### config.mk
export PLATFORM = sky130hd
export DESIGN_NAME = dsd_front
export DESIGN_NICKNAME = d
export VERILOG_FILES = /design/src/rtl/dsd_pkg.sv /design/src/rtl/dsd_front.sv
export SDC_FILE = /design/constraint.sdc
export NUM_CORES = 1
export LEC_CHECK = 0
export BUFFER_PORTS_ARGS = -buffer_cell sky130_fd_sc_hd__buf_4
export CAP_MARGIN = 40
export CELL_PAD_IN_SITES_DETAIL_PLACEMENT = 0
export CELL_PAD_IN_SITES_GLOBAL_PLACEMENT = 1
export CORE_ASPECT_RATIO = 2
export CORE_MARGIN = 3
export CORE_UTILIZATION = 25
export CTS_BUF_LIST = sky130_fd_sc_hd__clkbuf_8 sky130_fd_sc_hd__clkbuf_16
export DETAILED_ROUTE_END_ITERATION = 10
export PLACE_DENSITY_LB_ADDON = 0.1
export SYNTH_ARGS = -nofsm -noshare
export SYNTH_HDL_FRONTEND = slang
export SYNTH_SLANG_ARGS = --single-unit
### constraint.sdc
create_clock -name clock -period 3.5 [get_ports clock]
set_clock_uncertainty 0.15 [all_clocks]
set_input_delay 0.7 -clock clock [delete_from_list [all_inputs] [get_ports clock]]
set_output_delay 0.7 -clock clock [all_outputs]
set_load 0.005 [all_outputs]
### src/rtl/dsd_pkg.sv
// Shared types and constants for the shortest-distance core.
package dsd_pkg;

   localparam int CMD_W    = 3;
   localparam int NODE_W   = 9;
   localparam int OFFSET_W = 13;
   localparam int NBR_W    = 8;
   localparam int WEIGHT_W = 16;
   localparam int TAG_W    = 8;
   localparam int DIST_W   = 32;
   localparam int CSR_IDX_W  = 2;
   localparam int CSR_DATA_W = 9;
   localparam int EDGE_W   = NBR_W + WEIGHT_W;

   localparam logic [DIST_W-1:0] DIST_ONES = {DIST_W{1'b1}};

   localparam logic [CMD_W-1:0] CMD_WR_OFFSET = 3'd0;
   localparam logic [CMD_W-1:0] CMD_WR_EDGE   = 3'd1;
   localparam logic [CMD_W-1:0] CMD_WR_TAG    = 3'd2;
   localparam logic [CMD_W-1:0] CMD_RUN       = 3'd3;
   localparam logic [CMD_W-1:0] CMD_READ      = 3'd4;

   localparam logic [CSR_IDX_W-1:0] CSR_NODE_COUNT = 2'd0;
   localparam logic [CSR_IDX_W-1:0] CSR_FILTER_EN  = 2'd1;
   localparam logic [CSR_IDX_W-1:0] CSR_FILTER_TAG = 2'd2;

   typedef struct packed {
      logic [CMD_W-1:0]    cmd;
      logic [NODE_W-1:0]   node;
      logic [OFFSET_W-1:0] offset;
      logic [NBR_W-1:0]    nbr;
      logic [WEIGHT_W-1:0] weight;
      logic [TAG_W-1:0]    tag;
      logic                err;
   } item_type;

   typedef struct packed {
      logic [NODE_W-1:0] node_lim;
      logic              filter_en;
      logic [TAG_W-1:0]  filter_tag;
   } cfg_type;

   typedef enum logic [4:0] {
      ST_IDLE, ST_RD_DONE, ST_RUN_INIT, ST_POP, ST_POP_TOP, ST_POP_LAST,
      ST_SIFT, ST_SIFT_L, ST_SIFT_R, ST_SIFT_CMP, ST_CHECK, ST_CHECK_DIST,
      ST_ROW_S, ST_ROW_E, ST_EDGE, ST_EDGE_RD, ST_RELAX, ST_PUSH, ST_PUSH_CMP,
      ST_RUN_DONE
   } state_type;

endpackage

### src/rtl/dsd_front.sv
// Front end: configuration registers, command checking and a two-word queue.
module dsd_front #(
   parameter int MAX_NODES = 256,
   parameter int MAX_EDGES = 4096
) (
   input  logic                              clock,
   input  logic                              reset,
   input  logic                              start,
   output logic                              busy,
   input  logic [dsd_pkg::CMD_W-1:0]         req_command,
   input  logic [dsd_pkg::NODE_W-1:0]        req_node,
   input  logic [dsd_pkg::OFFSET_W-1:0]      req_offset,
   input  logic [dsd_pkg::NBR_W-1:0]         req_neighbor,
   input  logic [dsd_pkg::WEIGHT_W-1:0]      req_weight,
   input  logic [dsd_pkg::TAG_W-1:0]         req_tag,
   input  logic                              csr_we,
   input  logic [dsd_pkg::CSR_IDX_W-1:0]     csr_index,
   input  logic [dsd_pkg::CSR_DATA_W-1:0]    csr_wdata,
   output dsd_pkg::cfg_type                  cfg,
   output logic                              q_valid,
   output dsd_pkg::item_type                 q_item,
   input  logic                              q_pop
);

   logic [dsd_pkg::NODE_W-1:0] node_count_ff, node_count_in;
   logic                       filter_en_ff, filter_en_in;
   logic [dsd_pkg::TAG_W-1:0]  filter_tag_ff, filter_tag_in;

   dsd_pkg::item_type q_ff [2];
   logic              wr_ptr_ff, wr_ptr_in, rd_ptr_ff, rd_ptr_in;
   logic [1:0]        count_ff, count_in;
   dsd_pkg::item_type new_item;
   logic              push;
   logic [dsd_pkg::NODE_W-1:0] lim;

   always_comb begin
      node_count_in = node_count_ff;
      filter_en_in  = filter_en_ff;
      filter_tag_in = filter_tag_ff;
      if (csr_we) begin
         unique case (csr_index)
            dsd_pkg::CSR_NODE_COUNT: node_count_in = csr_wdata;
            dsd_pkg::CSR_FILTER_EN:  filter_en_in  = csr_wdata[0];
            dsd_pkg::CSR_FILTER_TAG: filter_tag_in = csr_wdata[dsd_pkg::TAG_W-1:0];
            default: ;
         endcase
      end
   end

   // Node counts above the storage size act as the storage size.
   assign lim = (32'(node_count_ff) > MAX_NODES) ? dsd_pkg::NODE_W'(MAX_NODES)
                                                 : node_count_ff;
   assign cfg = '{node_lim: lim, filter_en: filter_en_ff, filter_tag: filter_tag_ff};

   always_comb begin
      new_item.cmd    = req_command;
      new_item.node   = req_node;
      new_item.offset = req_offset;
      new_item.nbr    = req_neighbor;
      new_item.weight = req_weight;
      new_item.tag    = req_tag;
      unique case (req_command)
         dsd_pkg::CMD_WR_OFFSET:
            new_item.err = (32'(req_node) > MAX_NODES) || (32'(req_offset) > MAX_EDGES);
         dsd_pkg::CMD_WR_EDGE: new_item.err = 32'(req_offset) >= MAX_EDGES;
         dsd_pkg::CMD_WR_TAG:  new_item.err = 32'(req_node) >= MAX_NODES;
         dsd_pkg::CMD_RUN, dsd_pkg::CMD_READ: new_item.err = req_node >= lim;
         default: new_item.err = 1'b1;
      endcase
   end

   assign busy    = count_ff == 2'd2;
   assign push    = start && !busy;
   assign q_valid = count_ff != 2'd0;
   assign q_item  = q_ff[rd_ptr_ff];

   always_comb begin
      wr_ptr_in = push  ? !wr_ptr_ff : wr_ptr_ff;
      rd_ptr_in = q_pop ? !rd_ptr_ff : rd_ptr_ff;
      count_in  = count_ff + 2'(push) - 2'(q_pop);
   end

   always_ff @(posedge clock) begin
      if (reset) begin
         node_count_ff <= dsd_pkg::NODE_W'(1);
         filter_en_ff  <= 1'b0;
         filter_tag_ff <= '0;
         wr_ptr_ff     <= 1'b0;
         rd_ptr_ff     <= 1'b0;
         count_ff      <= 2'd0;
      end else begin
         node_count_ff <= node_count_in;
         filter_en_ff  <= filter_en_in;
         filter_tag_ff <= filter_tag_in;
         wr_ptr_ff     <= wr_ptr_in;
         rd_ptr_ff     <= rd_ptr_in;
         count_ff      <= count_in;
      end
      if (push) begin
         q_ff[wr_ptr_ff] <= new_item;
      end
   end

endmodule

# Yosys cells after proc, flatten, opt, wreduce, memory -nomap -nowiden
# Memories as Yosys holds them, arrays and structs flattened. A register that Yosys moved wholly into a read port is not among the register bits.
# Cells that the tools add are included.
# word_totals
regBits	22
ram_bits	116
input_bits	73
memories	1
# mem_list
name	words	word_bits	rd	rd_ports_with_merged_regs	wr	line	source
q_ff	2	58	1	1	1	dsd_front.sv:29	dsd_pkg::item_type q_ff [2];
# op_classes
add_sub_neg	2
magnitude_cmp	6
n_eq_ne	7
muxes	6
reduce_logical	12
# op_table
operator	n
greater-than comparator 9 bit, second input constant	2
greater-or-equal comparator 13 bit, second input constant	1
greater-than comparator 13 bit, second input constant	1
greater-or-equal comparator 9 bit	1
greater-or-equal comparator 9 bit, second input constant	1
2-to-1 mux 9 bit	1
equality test 3 x 2 -> 1 bit, second input constant	2
AND reduction 2 bit	3
equality test 2 bit, second input constant	2
2-to-1 mux 1 bit	4
case mux 1 bit (4 select lines)	1
equality test 3 x 1 -> 1 bit, second input constant	1
equality test 3 bit, second input constant	1
zero test 1 bit	3
zero test 3 bit	1
adder 2 x 1 -> 2 bit	1
equality test 2 x 1 -> 1 bit, second input constant	1
zero test 2 bit	1
nonzero test 2 bit	1
OR reduction 2 bit	1
subtractor 2 x 1 -> 2 bit	1
logical AND 1 bit	1
logical OR 1 bit	1

# Depth between registers and ports, before layout
# Gate-level depths: netlist (run 1).
# depth
ltp_word	5
ltp_mapped	8

# Least setup slack after synthesis (run 1)
# No wires, ideal clock.
# synth_timing
path_type	input -> register
start	input port start
end	memory q_ff[0][0] (netlist bit), enable pin
setup_ns	0.474
arrival_ns	3.219
required_time_ns	2.876
setup_slack_ns	-0.343
cell_stages	2
path_buffers	0
path_cell_list	nand2_1 -> nor2_1
# synth_between
elab_chain_len	3
# synth_rtl
item	line	source
start: declaration	dsd_front.sv:8	input logic start,
logical AND 1 bit	dsd_front.sv:73	assign push = start && !busy;
2-to-1 mux 1 bit	dsd_front.sv:99	if (push) begin
2-to-1 mux 1 bit (not written as such)	dsd_front.sv:100	q_ff[wr_ptr_ff] <= new_item;
end: declaration	dsd_front.sv:29	
# Every way passes these cells.

==> results of run 1 <==
[where the power goes]
part / internal, mW / total, mW / leakage (nW) / switching (mW)
Combinational: 0.380 / 0.748 / 1.41 / 0.369
Clock: 1.10 / 1.76 / 0.286 / 0.653
Sequential: 2.06 / 2.12 / 1.27 / 0.0590
[placed cells by master (no fill, tap or decap), types with 5 or more instances in the layout]
master                        n
sky130_fd_sc_hd__nand2_1      9
sky130_fd_sc_hd__inv_1       11
sky130_fd_sc_hd__nor2_1      25
sky130_fd_sc_hd__dfxtp_1     22
sky130_fd_sc_hd__clkbuf_16   17
sky130_fd_sc_hd__mux2_1      58
sky130_fd_sc_hd__edfxtp_1   116
sky130_fd_sc_hd__buf_4      154
sky130_fd_sc_hd__ha_1        11
sky130_fd_sc_hd__nor2b_1      5
sky130_fd_sc_hd__mux2i_1     16
[registers in the layout, summed over array words and instances, names as in the netlist, named ones only]
| signal | flops |
|---|---|
| count_ff | 2 |
| wr_ptr_ff | 1 |
| filter_tag_ff | 8 |
| filter_en_ff | 1 |
| node_count_ff | 9 |
| q_ff | 116 |
| rd_ptr_ff | 1 |
[routing by layer]
metal  GRT usage  vias to the layer above  wire, microns
met5           0                        -              0
met4      0.0437                        0            223
met3      0.0512                       14           1050
met2       0.212                      107           7280
met1       0.102                     1526           4200
li1            -                     1523              -
[worst register-to-register path: stages (launching register included)]
cell                       delay [ns]
sky130_fd_sc_hd__dfxtp_1         0.33
sky130_fd_sc_hd__inv_2           0.16
sky130_fd_sc_hd__nand2_1         0.10
sky130_fd_sc_hd__ha_1            0.31
sky130_fd_sc_hd__a21o_1          0.18
sky130_fd_sc_hd__a21o_1          0.18
sky130_fd_sc_hd__a21oi_1         0.22
sky130_fd_sc_hd__o211ai_1        0.13
[through the flow]
stage	instances	instance area, sq um
floorplan	320	5420
detailed placement	733	6880
global route	765	7460
global placement	733	6880
finish	765	7460
CTS	765	7460
[logic make-up (layout without fill, tap and decap cells)]
group / Yosys count / in the layout / share of synthesized area
AOI/OAI and AO/OA: 13 / 13 / 0.0180
xor gates and xnor gates: 4 / 4 / 0.00647
adders and majority gates: 11 / 11 / 0.0254
buffers and inverters: 23 / 199 / 0.0222
DFF: 139 / 139 / 0.728
muxes: 74 / 74 / 0.150
and+or+nand+nor: 56 / 56 / 0.0492
[area by class of cell]
cell class | instances | area [sq um] | area share
clock buffers | 17 | 425 | 0.0570
clock inverters | 15 | 158 | 0.0211
flip-flops and latches | 139 | 3950 | 0.529
inverters | 11 | 41.3 | 0.00553
multi-input cells | 158 | 1360 | 0.182
repair buffers | 156 | 1200 | 0.160
well taps | 269 | 337 | 0.0451
[worst min-delay path by stage]
| stage | startpoint | endpoint | slack, ns |
|---|---|---|---|
| global route | req_weight[11] | q_ff[1][20]$_DFFE_PP_ | 0.28 |
| global placement | node_count_ff[7]$_SDFFE_PP0P_ | node_count_ff[7]$_SDFFE_PP0P_ | 0.32 |
| CTS | req_neighbor[7] | q_ff[1][32]$_DFFE_PP_ | 0.28 |
| finish | req_neighbor[7] | q_ff[0][32]$_DFFE_PP_ | 0.32 |
| floorplan | node_count_ff[1]$_SDFFE_PP0P_ | node_count_ff[1]$_SDFFE_PP0P_ | 0.31 |
| detailed placement | node_count_ff[7]$_SDFFE_PP0P_ | node_count_ff[7]$_SDFFE_PP0P_ | 0.33 |
==> metrics.log, run 1 <==
INFO  metric finalMaxSlewViolations = 0
INFO  metric cts-buffers-inserted = 17
INFO  metric cpLargestDelayFamily = flip-flops
INFO  metric r2r_setup_slack = 1.47 ns
INFO  metric synth_top_cells_by_area = sky130_fd_sc_hd__edfxtp_1 64%, sky130_fd_sc_hd__mux2_1 12%, sky130_fd_sc_hd__dfxtp_1 8.5%
INFO  metric worstSetupPathType = flop to output pin
INFO  metric wirelength = 12800 microns
INFO  metric timing.critical_path.arrival = 1.98 ns
INFO  metric timing.critical_path.to = q_item[35]
INFO  metric start_util = 0.256
INFO  metric reg2reg_depth = 7
INFO  metric max_freq = 0.354 GHz
INFO  metric finalCoreUtilization = 0.353
INFO  metric cts.reportedPaths.clkPinSlew = 0.06 ns
INFO  metric antenna_violating_nets_post_route = 0
INFO  metric leading_post_synthesis_cells_by_instance_count = 116 x sky130_fd_sc_hd__edfxtp_1, 58 x sky130_fd_sc_hd__mux2_1, 26 x sky130_fd_sc_hd__nor2_1, 23 x sky130_fd_sc_hd__dfxtp_1, 16 x sky130_fd_sc_hd__mux2i_1
INFO  metric cts_max_level = 4
INFO  metric die_w = 110 microns
INFO  metric critical_path.slowest_cell = sky130_fd_sc_hd__dfxtp_2
INFO  metric number_of_antenna_violations_at_the_first_check_in_global_routing = 0
INFO  metric grt_pass1_wl = 19400 microns
INFO  metric synth_top_cell_by_area = sky130_fd_sc_hd__edfxtp_1
INFO  metric power_per_cell_area = 620 nW/um^2
INFO  metric root_buffer = sky130_fd_sc_hd__clkbuf_16
INFO  metric synth_enable_flop_cells = 116
INFO  metric final_layout_size_suffix_gt1_frac = 0.385
INFO  metric grt_max_degree = 40
INFO  metric critical_path.n_buffers_inverters = 2
INFO  metric report.power.total = 4.63 mW
INFO  metric cts_tree = yes
INFO  metric leakagePower = 2.96 nW
INFO  metric placement.setup.worst_slack = 1.01 ns
INFO  metric io-pin-count = 151
INFO  metric gp_congestion = 0.678
INFO  metric drt_iter0_markers = 72
INFO  metric worstPathRequired = 2.65 ns
INFO  metric crit-reg2reg-capture = q_ff[1][0]$_DFFE_PP_
INFO  metric antennaDiodeCount = 0
INFO  metric first_global_vias = 3532
INFO  metric syn-cell-area = 5410 sq um
INFO  metric clk-insertion-delay-late = 0.41 ns
INFO  metric hold-path-cell-count = 1
INFO  metric die_h = 214 microns
INFO  metric synth_top_cell_area_share = 0.643
INFO  metric ys.flop_type = sky130_fd_sc_hd__edfxtp_1
INFO  metric slowest_delay = 0.68 ns
INFO  metric core = 21100 sq um
INFO  metric setup_viol = 0
INFO  metric fin_setup_tns = 0 ns
INFO  metric globalRoute.totalOverflow = 0
INFO  metric final_hold_viol_count = 0
INFO  metric syn-instance-count = 320
INFO  metric tightestPinTransition = 0.641 ns
INFO  metric route.detailed.wl_per_inst = 16.7 microns
INFO  metric final.setup.worst_slack = 0.672 ns
INFO  metric flip_flop_and_latch_count_after_synthesis = 139
INFO  metric hpwl = 9410 microns
INFO  metric worstReg2RegStart = node_count_ff[8]$_SDFFE_PP0P_
INFO  metric status = completed
INFO  metric groute.usage.overall = 0.113
INFO  metric clockBufferDepth = 2
INFO  metric crit_fanout = 39
INFO  metric fin_crit_sh = 0.808
INFO  metric min_period = 2.83 ns
INFO  metric ir_worst_vdd = 0.000270 V
INFO  metric final_net_count = 567
INFO  metric fillerInstances = 2071
INFO  metric drv_cap = 0
INFO  metric post_cts_resize_count = 0
INFO  metric buffer_ports.inserted = 150
INFO  metric synth.yosys.seq_area_share = 0.728
INFO  metric critical_path_depth = 3
INFO  metric netlist-cell-type-count = 34
INFO  metric ctsHoldBuffers = 0
INFO  metric hold_class = input pin to flop
INFO  metric yosysWarnings = 0
INFO  metric endpoint_kind = output pin
INFO  metric dieArea = 23600 sq um
INFO  metric rsz0062_at_grt = no
INFO  metric number_of_rows_in_the_core_area = 75
INFO  metric postCtsSetupBuffers = 0
INFO  metric whs = 0.316 ns
INFO  metric startpoint_type = flop
INFO  metric num_vias = 3170
INFO  metric vias_cell = 4.14
INFO  metric synth-async-reset-ratio = 0
INFO  metric syn_nets = 404
INFO  metric crit_path_cell_trace = buf_12 -> mux2_1 -> buf_4
INFO  metric cts.sink_count = 139
INFO  metric route.detailed.drc = 0
INFO  metric maxSlewHeadroom = 0.573
INFO  metric synth.most_common_cell = sky130_fd_sc_hd__edfxtp_1
INFO  metric drt_first_pass_iters = 4
INFO  metric post_synth.cell_area_avg = 16.9 sq um
INFO  metric layout-area-overhead-vs-synth = 37.8%
Note: power is estimated with default switching activity, not from simulation.
==> inputs of run 2 (changes only) <==
==> constraint.sdc (replaced) <==
create_clock -name clock -period 2.8 [get_ports clock]
set_clock_uncertainty 0.15 [all_clocks]
set_input_delay 0.56 -clock clock [delete_from_list [all_inputs] [get_ports clock]]
set_output_delay 0.56 -clock clock [all_outputs]
set_load 0.005 [all_outputs]
==> metrics.log, run 2 (synthesis results as in run 1) <==
INFO  metric worstPathRequired = 2.09 ns (was 2.65 ns)
INFO  metric timing.critical_path.arrival = 1.86 ns (was 1.98 ns)
INFO  metric antenna_violating_nets_post_route = 0 (unchanged)
INFO  metric first_global_vias = 3548 (was 3532)
INFO  metric min_period = 2.57 ns
INFO  metric layout.cells.most_common_list = 152 x sky130_fd_sc_hd__buf_4, 116 x sky130_fd_sc_hd__edfxtp_1, 58 x sky130_fd_sc_hd__mux2_1, 25 x sky130_fd_sc_hd__nor2_1, 22 x sky130_fd_sc_hd__dfxtp_1 (was 154 x sky130_fd_sc_hd__buf_4, 116 x sky130_fd_sc_hd__edfxtp_1, 58 x sky130_fd_sc_hd__mux2_1, 25 x sky130_fd_sc_hd__nor2_1, 22 x sky130_fd_sc_hd__dfxtp_1)
INFO  metric clk-insertion-delay-late = 0.42 ns (was 0.41 ns)
INFO  metric root_buffer = sky130_fd_sc_hd__clkbuf_16 (unchanged)
INFO  metric power_per_cell_area = 781 nW/um^2 (was 620 nW/um^2)
INFO  metric drv_cap = 0 (unchanged)
INFO  metric grt_max_degree = 47 (was 40)
INFO  metric final_layout_size_suffix_gt1_frac = 0.391 (was 0.385)
INFO  metric min-delay-start = req_neighbor[2] (was req_neighbor[7])
INFO  metric registers.top_by_ff_count = q_ff (unchanged)
INFO  metric report.power.total = 5.86 mW (was 4.63 mW)
INFO  metric route.detailed.wl_per_inst = 16.6 microns (was 16.7 microns)
INFO  metric cts_tree = yes (unchanged)
INFO  metric groute.usage.overall = 0.114 (was 0.113)
INFO  metric num_vias = 3208 (was 3170)
INFO  metric route.detailed.drc = 0 (unchanged)
INFO  metric largest_registers = q_ff: 116 flops, node_count_ff: 9 flops, filter_tag_ff: 8 flops (unchanged)
INFO  metric io-pin-count = 151 (unchanged)
INFO  metric fillerInstances = 2076 (was 2071)
INFO  metric min_to = q_ff[0][27]$_DFFE_PP_ (was q_ff[0][32]$_DFFE_PP_)
INFO  metric fin_setup_tns = 0 ns (unchanged)
INFO  metric vias_cell = 4.19 (was 4.14)
INFO  metric clockBufferDepth = 2 (unchanged)
INFO  metric cts-buffers-inserted = 17 (unchanged)
INFO  metric ctsHoldBuffers = 0 (unchanged)
INFO  metric tightestPinTransition = 0.573 ns (was 0.641 ns)
INFO  metric ir_worst_vdd = 0.000339 V (was 0.000270 V)
INFO  metric final_net_count = 567 (unchanged)
INFO  metric leakagePower = 2.97 nW (was 2.96 nW)
INFO  metric drt_iter0_markers = 60 (was 72)
INFO  metric final_hold_viol_count = 0 (unchanged)
INFO  metric antennaDiodeCount = 0 (unchanged)
INFO  metric fin_crit_sh = 0.917
INFO  metric dieArea = 23600 sq um (unchanged)
INFO  metric grt_pass1_wl = 19500 microns (was 19400 microns)
INFO  metric hold-path-cell-count = 1 (unchanged)
INFO  metric gp_congestion = 0.680 (was 0.678)
INFO  metric globalRoute.totalOverflow = 0 (unchanged)
INFO  metric status = completed (unchanged)
INFO  metric finalMaxSlewViolations = 0 (unchanged)
INFO  metric drt_first_pass_iters = 4 (unchanged)
INFO  metric endpoint_kind = output pin (unchanged)
INFO  metric die_h = 214 microns (unchanged)
INFO  metric rsz0062_at_grt = no (unchanged)
INFO  metric hpwl = 9120 microns (was 9410 microns)
INFO  metric hold_class = input pin to flop (unchanged)
INFO  metric setup_viol = 0 (unchanged)
INFO  metric cts.reportedPaths.clkPinSlew = 0.06 ns (about the same)
INFO  metric crit_fanout = 24 (was 39)
INFO  metric crit-reg2reg-capture = q_ff[0][0]$_DFFE_PP_ (was q_ff[1][0]$_DFFE_PP_)
INFO  metric postCtsSetupBuffers = 0 (unchanged)
INFO  metric number_of_antenna_violations_at_the_first_check_in_global_routing = 0 (unchanged)
INFO  metric worstSetupPathType = flop to output pin (unchanged)
INFO  metric mostFrequentLayoutCell = sky130_fd_sc_hd__buf_4 (unchanged)
INFO  metric buffer_ports.inserted = 150 (unchanged)
INFO  metric cts.sink_count = 139 (unchanged)
INFO  metric max_freq = 0.389 GHz
INFO  metric layout-area-overhead-vs-synth = 38.7% (was 37.8%)
INFO  metric wirelength = 12700 microns (was 12800 microns)
INFO  metric total_placed_instance_area = 6900 sq um (was 6880 sq um)
INFO  metric post_cts_resize_count = 0 (unchanged)
INFO  metric die_w = 110 microns (unchanged)
INFO  metric number_of_rows_in_the_core_area = 75 (unchanged)
INFO  metric worstReg2RegStart = node_count_ff[8]$_SDFFE_PP0P_ (unchanged)
INFO  metric largest_reg_flops = 116 (unchanged)
INFO  metric maxSlewHeadroom = 0.617 (was 0.573)
INFO  metric r2r_setup_slack = 0.78 ns (was 1.47 ns)
INFO  metric final_design_area_no_fill = 7510 sq um (was 7460 sq um)
INFO  metric reg2reg_depth = 7 (unchanged)
INFO  metric core = 21100 sq um (unchanged)
INFO  metric startpoint_type = flop (unchanged)
INFO  metric cts_max_level = 4 (unchanged)
INFO  metric start_util = 0.256 (unchanged)
-- run 2: critical path, cell delays in order (launching register included) --
cell                      delay (ns)
sky130_fd_sc_hd__dfxtp_2        0.67
sky130_fd_sc_hd__buf_12         0.26
sky130_fd_sc_hd__mux2_1         0.35
sky130_fd_sc_hd__buf_4          0.14
-- run 2: worst max-delay path by stage --
| stage | slack [ns] | end | startpoint |
|---|---|---|---|
| floorplan | 0.06 | q_ff[0][0]$_DFFE_PP_ | start |
| global placement | 0.45 | q_ff[0][0]$_DFFE_PP_ | req_command[0] |
| detailed placement | 0.46 | q_ff[1][0]$_DFFE_PP_ | req_offset[5] |
| CTS | 0.14 | q_item[0] | flop |
| global route | 0.09 | q_item[0] | flop |
| finish | 0.23 | q_item[9] | flop |
-- run 2: cell type report --
class | count | area (sq um) | area share
flip-flops and latches | 139 | 3950 | 0.525
multi-input cells | 158 | 1360 | 0.181
repair buffers | 156 | 1220 | 0.163
clock buffers | 19 | 453 | 0.0603
well taps | 269 | 337 | 0.0448
clock inverters | 13 | 151 | 0.0202
inverters | 11 | 41.3 | 0.00550
-- run 2: metrics by stage --
| step | std cells | hold WS (ns) | worst slack (ns) | util |
|---|---|---|---|---|
| 2_1_floorplan | 320 | 0.311 | 0.0646 | - |
| 3_3_place_gp | 733 | 0.323 | 0.454 | 0.327 |
| 3_5_place_dp | 733 | 0.330 | 0.460 | 0.327 |
| 4_1_cts | 765 | 0.142 | 0.144 | 0.356 |
| 5_1_grt | 765 | 0.138 | 0.0944 | 0.356 |
| 6_report | 765 | 0.174 | 0.231 | 0.356 |
-- run 2: power breakdown --
group          switching, mW  internal (mW)  total (mW)
clock                  0.832           1.43        2.27
sequential            0.0726           2.58        2.65
combinational          0.460          0.483       0.944
-- run 2: per-layer routing --
| metal | vias up | part of all wire | global-route usage |
|---|---|---|---|
| met5 | - | 0 | 0 |
| met4 | 0 | 0.017 | 0.0499 |
| met3 | 18 | 0.072 | 0.0461 |
| met2 | 113 | 0.57 | 0.211 |
| met1 | 1551 | 0.34 | 0.105 |
| li1 | 1526 | - | - |
==> inputs of run 3 (changes only) <==
--- a/config.mk
+++ b/config.mk
@@ -5,6 +5,7 @@
 export SDC_FILE = /design/constraint.sdc
 export NUM_CORES = 1
 export LEC_CHECK = 0
+export ABC_AREA = 1
 export BUFFER_PORTS_ARGS = -buffer_cell sky130_fd_sc_hd__buf_4
 export CAP_MARGIN = 40
 export CELL_PAD_IN_SITES_DETAIL_PLACEMENT = 0
==> metrics.log, run 3 <==
INFO  metric startpoint_type = flop (unchanged)
INFO  metric synth_enable_flop_cells = 116 (unchanged)
INFO  metric layout-area-overhead-vs-synth = 36.8% (was 38.7%)
INFO  metric syn_nets = 461 (was 404)
INFO  metric synth_top_cells_by_area = sky130_fd_sc_hd__edfxtp_1 64%, sky130_fd_sc_hd__mux2_2 12%, sky130_fd_sc_hd__dfxtp_1 8.4% (was sky130_fd_sc_hd__edfxtp_1 64%, sky130_fd_sc_hd__mux2_1 12%, sky130_fd_sc_hd__dfxtp_1 8.5%)
INFO  metric worstReg2RegStart = node_count_ff[1]$_SDFFE_PP0P_ (was node_count_ff[8]$_SDFFE_PP0P_)
INFO  metric ys.flop_type = sky130_fd_sc_hd__edfxtp_1 (unchanged)
INFO  metric total_placed_instance_area = 6980 sq um (was 6900 sq um)
INFO  metric layout.cells.most_common_list = 154 x sky130_fd_sc_hd__buf_4, 116 x sky130_fd_sc_hd__edfxtp_1, 58 x sky130_fd_sc_hd__mux2_2, 53 x sky130_fd_sc_hd__nor2_1, 35 x sky130_fd_sc_hd__nand2_1 (was 152 x sky130_fd_sc_hd__buf_4, 116 x sky130_fd_sc_hd__edfxtp_1, 58 x sky130_fd_sc_hd__mux2_1, 25 x sky130_fd_sc_hd__nor2_1, 22 x sky130_fd_sc_hd__dfxtp_1)
INFO  metric antennaDiodeCount = 0 (unchanged)
INFO  metric min_period = 2.58 ns (was 2.57 ns)
INFO  metric hpwl = 9880 microns (was 9120 microns)
INFO  metric vias_cell = 4.19 (about the same)
INFO  metric cts-buffers-inserted = 17 (unchanged)
INFO  metric gp_congestion = 0.734 (was 0.680)
INFO  metric largest_reg_flops = 116 (unchanged)
INFO  metric num_vias = 3472 (was 3208)
INFO  metric max_freq = 0.388 GHz (was 0.389 GHz)
INFO  metric cts.sink_count = 139 (unchanged)
INFO  metric root_buffer = sky130_fd_sc_hd__clkbuf_16 (unchanged)
INFO  metric final_hold_viol_count = 0 (unchanged)
INFO  metric core = 21600 sq um (was 21100 sq um)
INFO  metric worstPathRequired = 2.09 ns (about the same)
INFO  metric drt_first_pass_iters = 4 (unchanged)
INFO  metric r2r_setup_slack = 0.52 ns (was 0.78 ns)
INFO  metric drt_iter0_markers = 95 (was 60)
INFO  metric postCtsSetupBuffers = 0 (unchanged)
INFO  metric crit-reg2reg-capture = q_ff[0][0]$_DFFE_PP_ (unchanged)
INFO  metric report.power.total = 5.30 mW (was 5.86 mW)
INFO  metric fillerInstances = 2153 (was 2076)
INFO  metric cts_tree = yes (unchanged)
INFO  metric finalMaxSlewViolations = 0 (unchanged)
INFO  metric ir_worst_vdd = 0.000293 V (was 0.000339 V)
INFO  metric clk-insertion-delay-late = 0.43 ns (was 0.42 ns)
INFO  metric buffer_ports.inserted = 150 (unchanged)
INFO  metric final_net_count = 627 (was 567)
INFO  metric fin_crit_sh = 0.920 (was 0.917)
INFO  metric multiInputGateArea = 1390 sq um (was 1360 sq um)
INFO  metric status = completed (unchanged)
INFO  metric final_layout_size_suffix_gt1_frac = 0.455 (was 0.391)
INFO  metric worstSetupPathType = flop to output pin (unchanged)
INFO  metric yosysWarnings = 0 (unchanged)
INFO  metric flip_flop_and_latch_count_after_synthesis = 139 (unchanged)
INFO  metric hold_class = input pin to flop (unchanged)
INFO  metric fin_setup_tns = 0 ns (unchanged)
INFO  metric largest_registers = q_ff: 116 flops, node_count_ff: 9 flops, filter_tag_ff: 8 flops (unchanged)
INFO  metric timing.critical_path.to = q_item[37] (was q_item[9])
INFO  metric endpoint_kind = output pin (unchanged)
INFO  metric dieArea = 23900 sq um (was 23600 sq um)
INFO  metric number_of_rows_in_the_core_area = 76 (was 75)
INFO  metric die_w = 111 microns (was 110 microns)
INFO  metric clockBufferDepth = 2 (unchanged)
INFO  metric leakagePower = 2.99 nW (was 2.97 nW)
INFO  metric syn-cell-area = 5480 sq um (was 5410 sq um)
INFO  metric synth.most_common_cell = sky130_fd_sc_hd__edfxtp_1 (unchanged)
INFO  metric post_cts_resize_count = 0 (unchanged)
INFO  metric cts_max_level = 4 (unchanged)
INFO  metric reg2reg_depth = 13 (was 7)
INFO  metric grt_pass1_wl = 21400 microns (was 19500 microns)
INFO  metric post_synth.cell_area_avg = 14.5 sq um (was 16.9 sq um)
INFO  metric mostFrequentLayoutCell = sky130_fd_sc_hd__buf_4 (unchanged)
INFO  metric setup_viol = 0 (unchanged)
INFO  metric antenna_violating_nets_post_route = 0 (unchanged)
INFO  metric rsz0062_at_grt = no (unchanged)
INFO  metric ctsHoldBuffers = 0 (unchanged)
INFO  metric post_layout_nonfiller_instances = 829 (was 765)
INFO  metric first_global_vias = 3933 (was 3548)
INFO  metric synth-async-reset-ratio = 0 (unchanged)
INFO  metric registers.top_by_ff_count = q_ff (unchanged)
INFO  metric drv_cap = 0 (unchanged)
INFO  metric groute.usage.overall = 0.120 (was 0.114)
INFO  metric syn-instance-count = 377 (was 320)
INFO  metric synth.yosys.seq_area_share = 0.719 (was 0.728)
INFO  metric io-pin-count = 151 (unchanged)
INFO  metric start_util = 0.254 (was 0.256)
INFO  metric tightestPinTransition = 0.605 ns (was 0.573 ns)
INFO  metric number_of_antenna_violations_at_the_first_check_in_global_routing = 0 (unchanged)
INFO  metric synth_top_cell_by_area = sky130_fd_sc_hd__edfxtp_1 (unchanged)
INFO  metric grt_max_degree = 41 (was 47)
INFO  metric timing.critical_path.arrival = 1.87 ns (was 1.86 ns)
INFO  metric die_h = 215 microns (was 214 microns)
INFO  metric wirelength = 13600 microns (was 12700 microns)
INFO  metric netlist-cell-type-count = 24 (was 34)
INFO  metric route.detailed.wl_per_inst = 16.4 microns (was 16.6 microns)
INFO  metric leading_post_synthesis_cells_by_instance_count = 116 x sky130_fd_sc_hd__edfxtp_1, 58 x sky130_fd_sc_hd__mux2_2, 55 x sky130_fd_sc_hd__nor2_1, 35 x sky130_fd_sc_hd__nand2_1, 28 x sky130_fd_sc_hd__inv_1 (was 116 x sky130_fd_sc_hd__edfxtp_1, 58 x sky130_fd_sc_hd__mux2_1, 26 x sky130_fd_sc_hd__nor2_1, 23 x sky130_fd_sc_hd__dfxtp_1, 16 x sky130_fd_sc_hd__mux2i_1)
INFO  metric synth_top_cell_area_share = 0.635 (was 0.643)
INFO  metric ff_latch_area = 3950 sq um (unchanged)
INFO  metric globalRoute.totalOverflow = 0 (unchanged)
INFO  metric route.detailed.drc = 0 (unchanged)
INFO  metric final_design_area_no_fill = 7500 sq um (was 7510 sq um)
INFO  metric maxSlewHeadroom = 0.596 (was 0.617)
INFO  metric cts.reportedPaths.clkPinSlew = 0.06 ns (about the same)
INFO  metric power_per_cell_area = 707 nW/um^2 (was 781 nW/um^2)
INFO  metric post-place-cells = 797 (was 733)
INFO  metric crit_fanout = 24 (unchanged)
## run 3: changes by cell type in the layout (fill, tap and decap cells not counted), moves of 3 or more
cell                        change
sky130_fd_sc_hd__inv_1         +17
sky130_fd_sc_hd__bufinv_16      -3
sky130_fd_sc_hd__nor2b_1        -5
sky130_fd_sc_hd__mux2i_1       -16
sky130_fd_sc_hd__mux2_2        +58
sky130_fd_sc_hd__o21ai_0       +18
sky130_fd_sc_hd__nor2_1        +28
sky130_fd_sc_hd__mux2_1        -58
sky130_fd_sc_hd__nand2_1       +26
## run 3: power by group
| group | switching, mW | internal (mW) | leakage (nW) |
|---|---|---|---|
| Combinational | 0.369 | 0.411 | 1.48 |
| Sequential | 0.0573 | 2.46 | 1.27 |
| Clock | 0.888 | 1.12 | 0.245 |
| Total | 1.31 | 3.99 | 2.99 |
## run 3: critical path: stages, from the launching register on
cell	delay [ns]
sky130_fd_sc_hd__dfxtp_2	0.66
sky130_fd_sc_hd__buf_12	0.26
sky130_fd_sc_hd__mux2_2	0.36
sky130_fd_sc_hd__buf_4	0.14
## run 3: routing by layer
metal,share of wire,routed length [microns],GRT usage,up-vias
li1,-,-,-,1675
met1,0.35,4780,0.113,1664
met2,0.57,7700,0.224,111
met3,0.052,710,0.0410,22
met4,0.028,376,0.0625,0
met5,0,0,0,-
## run 3: layout make-up
| cell class | instances | share of cell area |
|---|---|---|
| Clock buffer | 17 | 0.0567 |
| Clock inverter | 15 | 0.0133 |
| Inverter | 29 | 0.0145 |
| Multi-Input combinational cell | 200 | 0.185 |
| Sequential cell | 139 | 0.526 |
| Tap cell | 273 | 0.0455 |
| Timing Repair Buffer | 156 | 0.159 |
## run 3: worst min path at each step
stage                                         start                         to  slack (ns)  depth (start not counted)
after floorplan           filter_en_ff$_SDFFE_PP0P_  filter_en_ff$_SDFFE_PP0P_        0.28                          2
final                               req_neighbor[1]      q_ff[0][26]$_DFFE_PP_        0.16                          1
after global routing                     req_tag[6]       q_ff[1][7]$_DFFE_PP_        0.13                          1
after detailed placement  filter_en_ff$_SDFFE_PP0P_  filter_en_ff$_SDFFE_PP0P_        0.30                          2
after global placement    filter_en_ff$_SDFFE_PP0P_  filter_en_ff$_SDFFE_PP0P_        0.30                          2
after CTS                           req_neighbor[1]      q_ff[0][26]$_DFFE_PP_        0.13                          1
## run 3: cells by family after synthesis
kind of cell    count (synthesis)  share of synthesized area
fa+ha+maj                      11                     0.0251
xor+xnor                        2                    0.00319
mux                            58                      0.119
buf+inv                        38                     0.0310
compound gates                 28                     0.0274
flops                         139                      0.719
simple gates                  101                     0.0751
## run 3: stage by stage
| step | utilization | setup WS [ns] | hold WS, ns |
|---|---|---|---|
| 2_1_floorplan | - | -0.889 | 0.283 |
| 3_3_place_gp | 0.323 | 0.473 | 0.303 |
| 3_5_place_dp | 0.323 | 0.462 | 0.303 |
| 4_1_cts | 0.348 | 0.157 | 0.128 |
| 5_1_grt | 0.348 | 0.102 | 0.132 |
| 6_report | 0.348 | 0.224 | 0.165 |
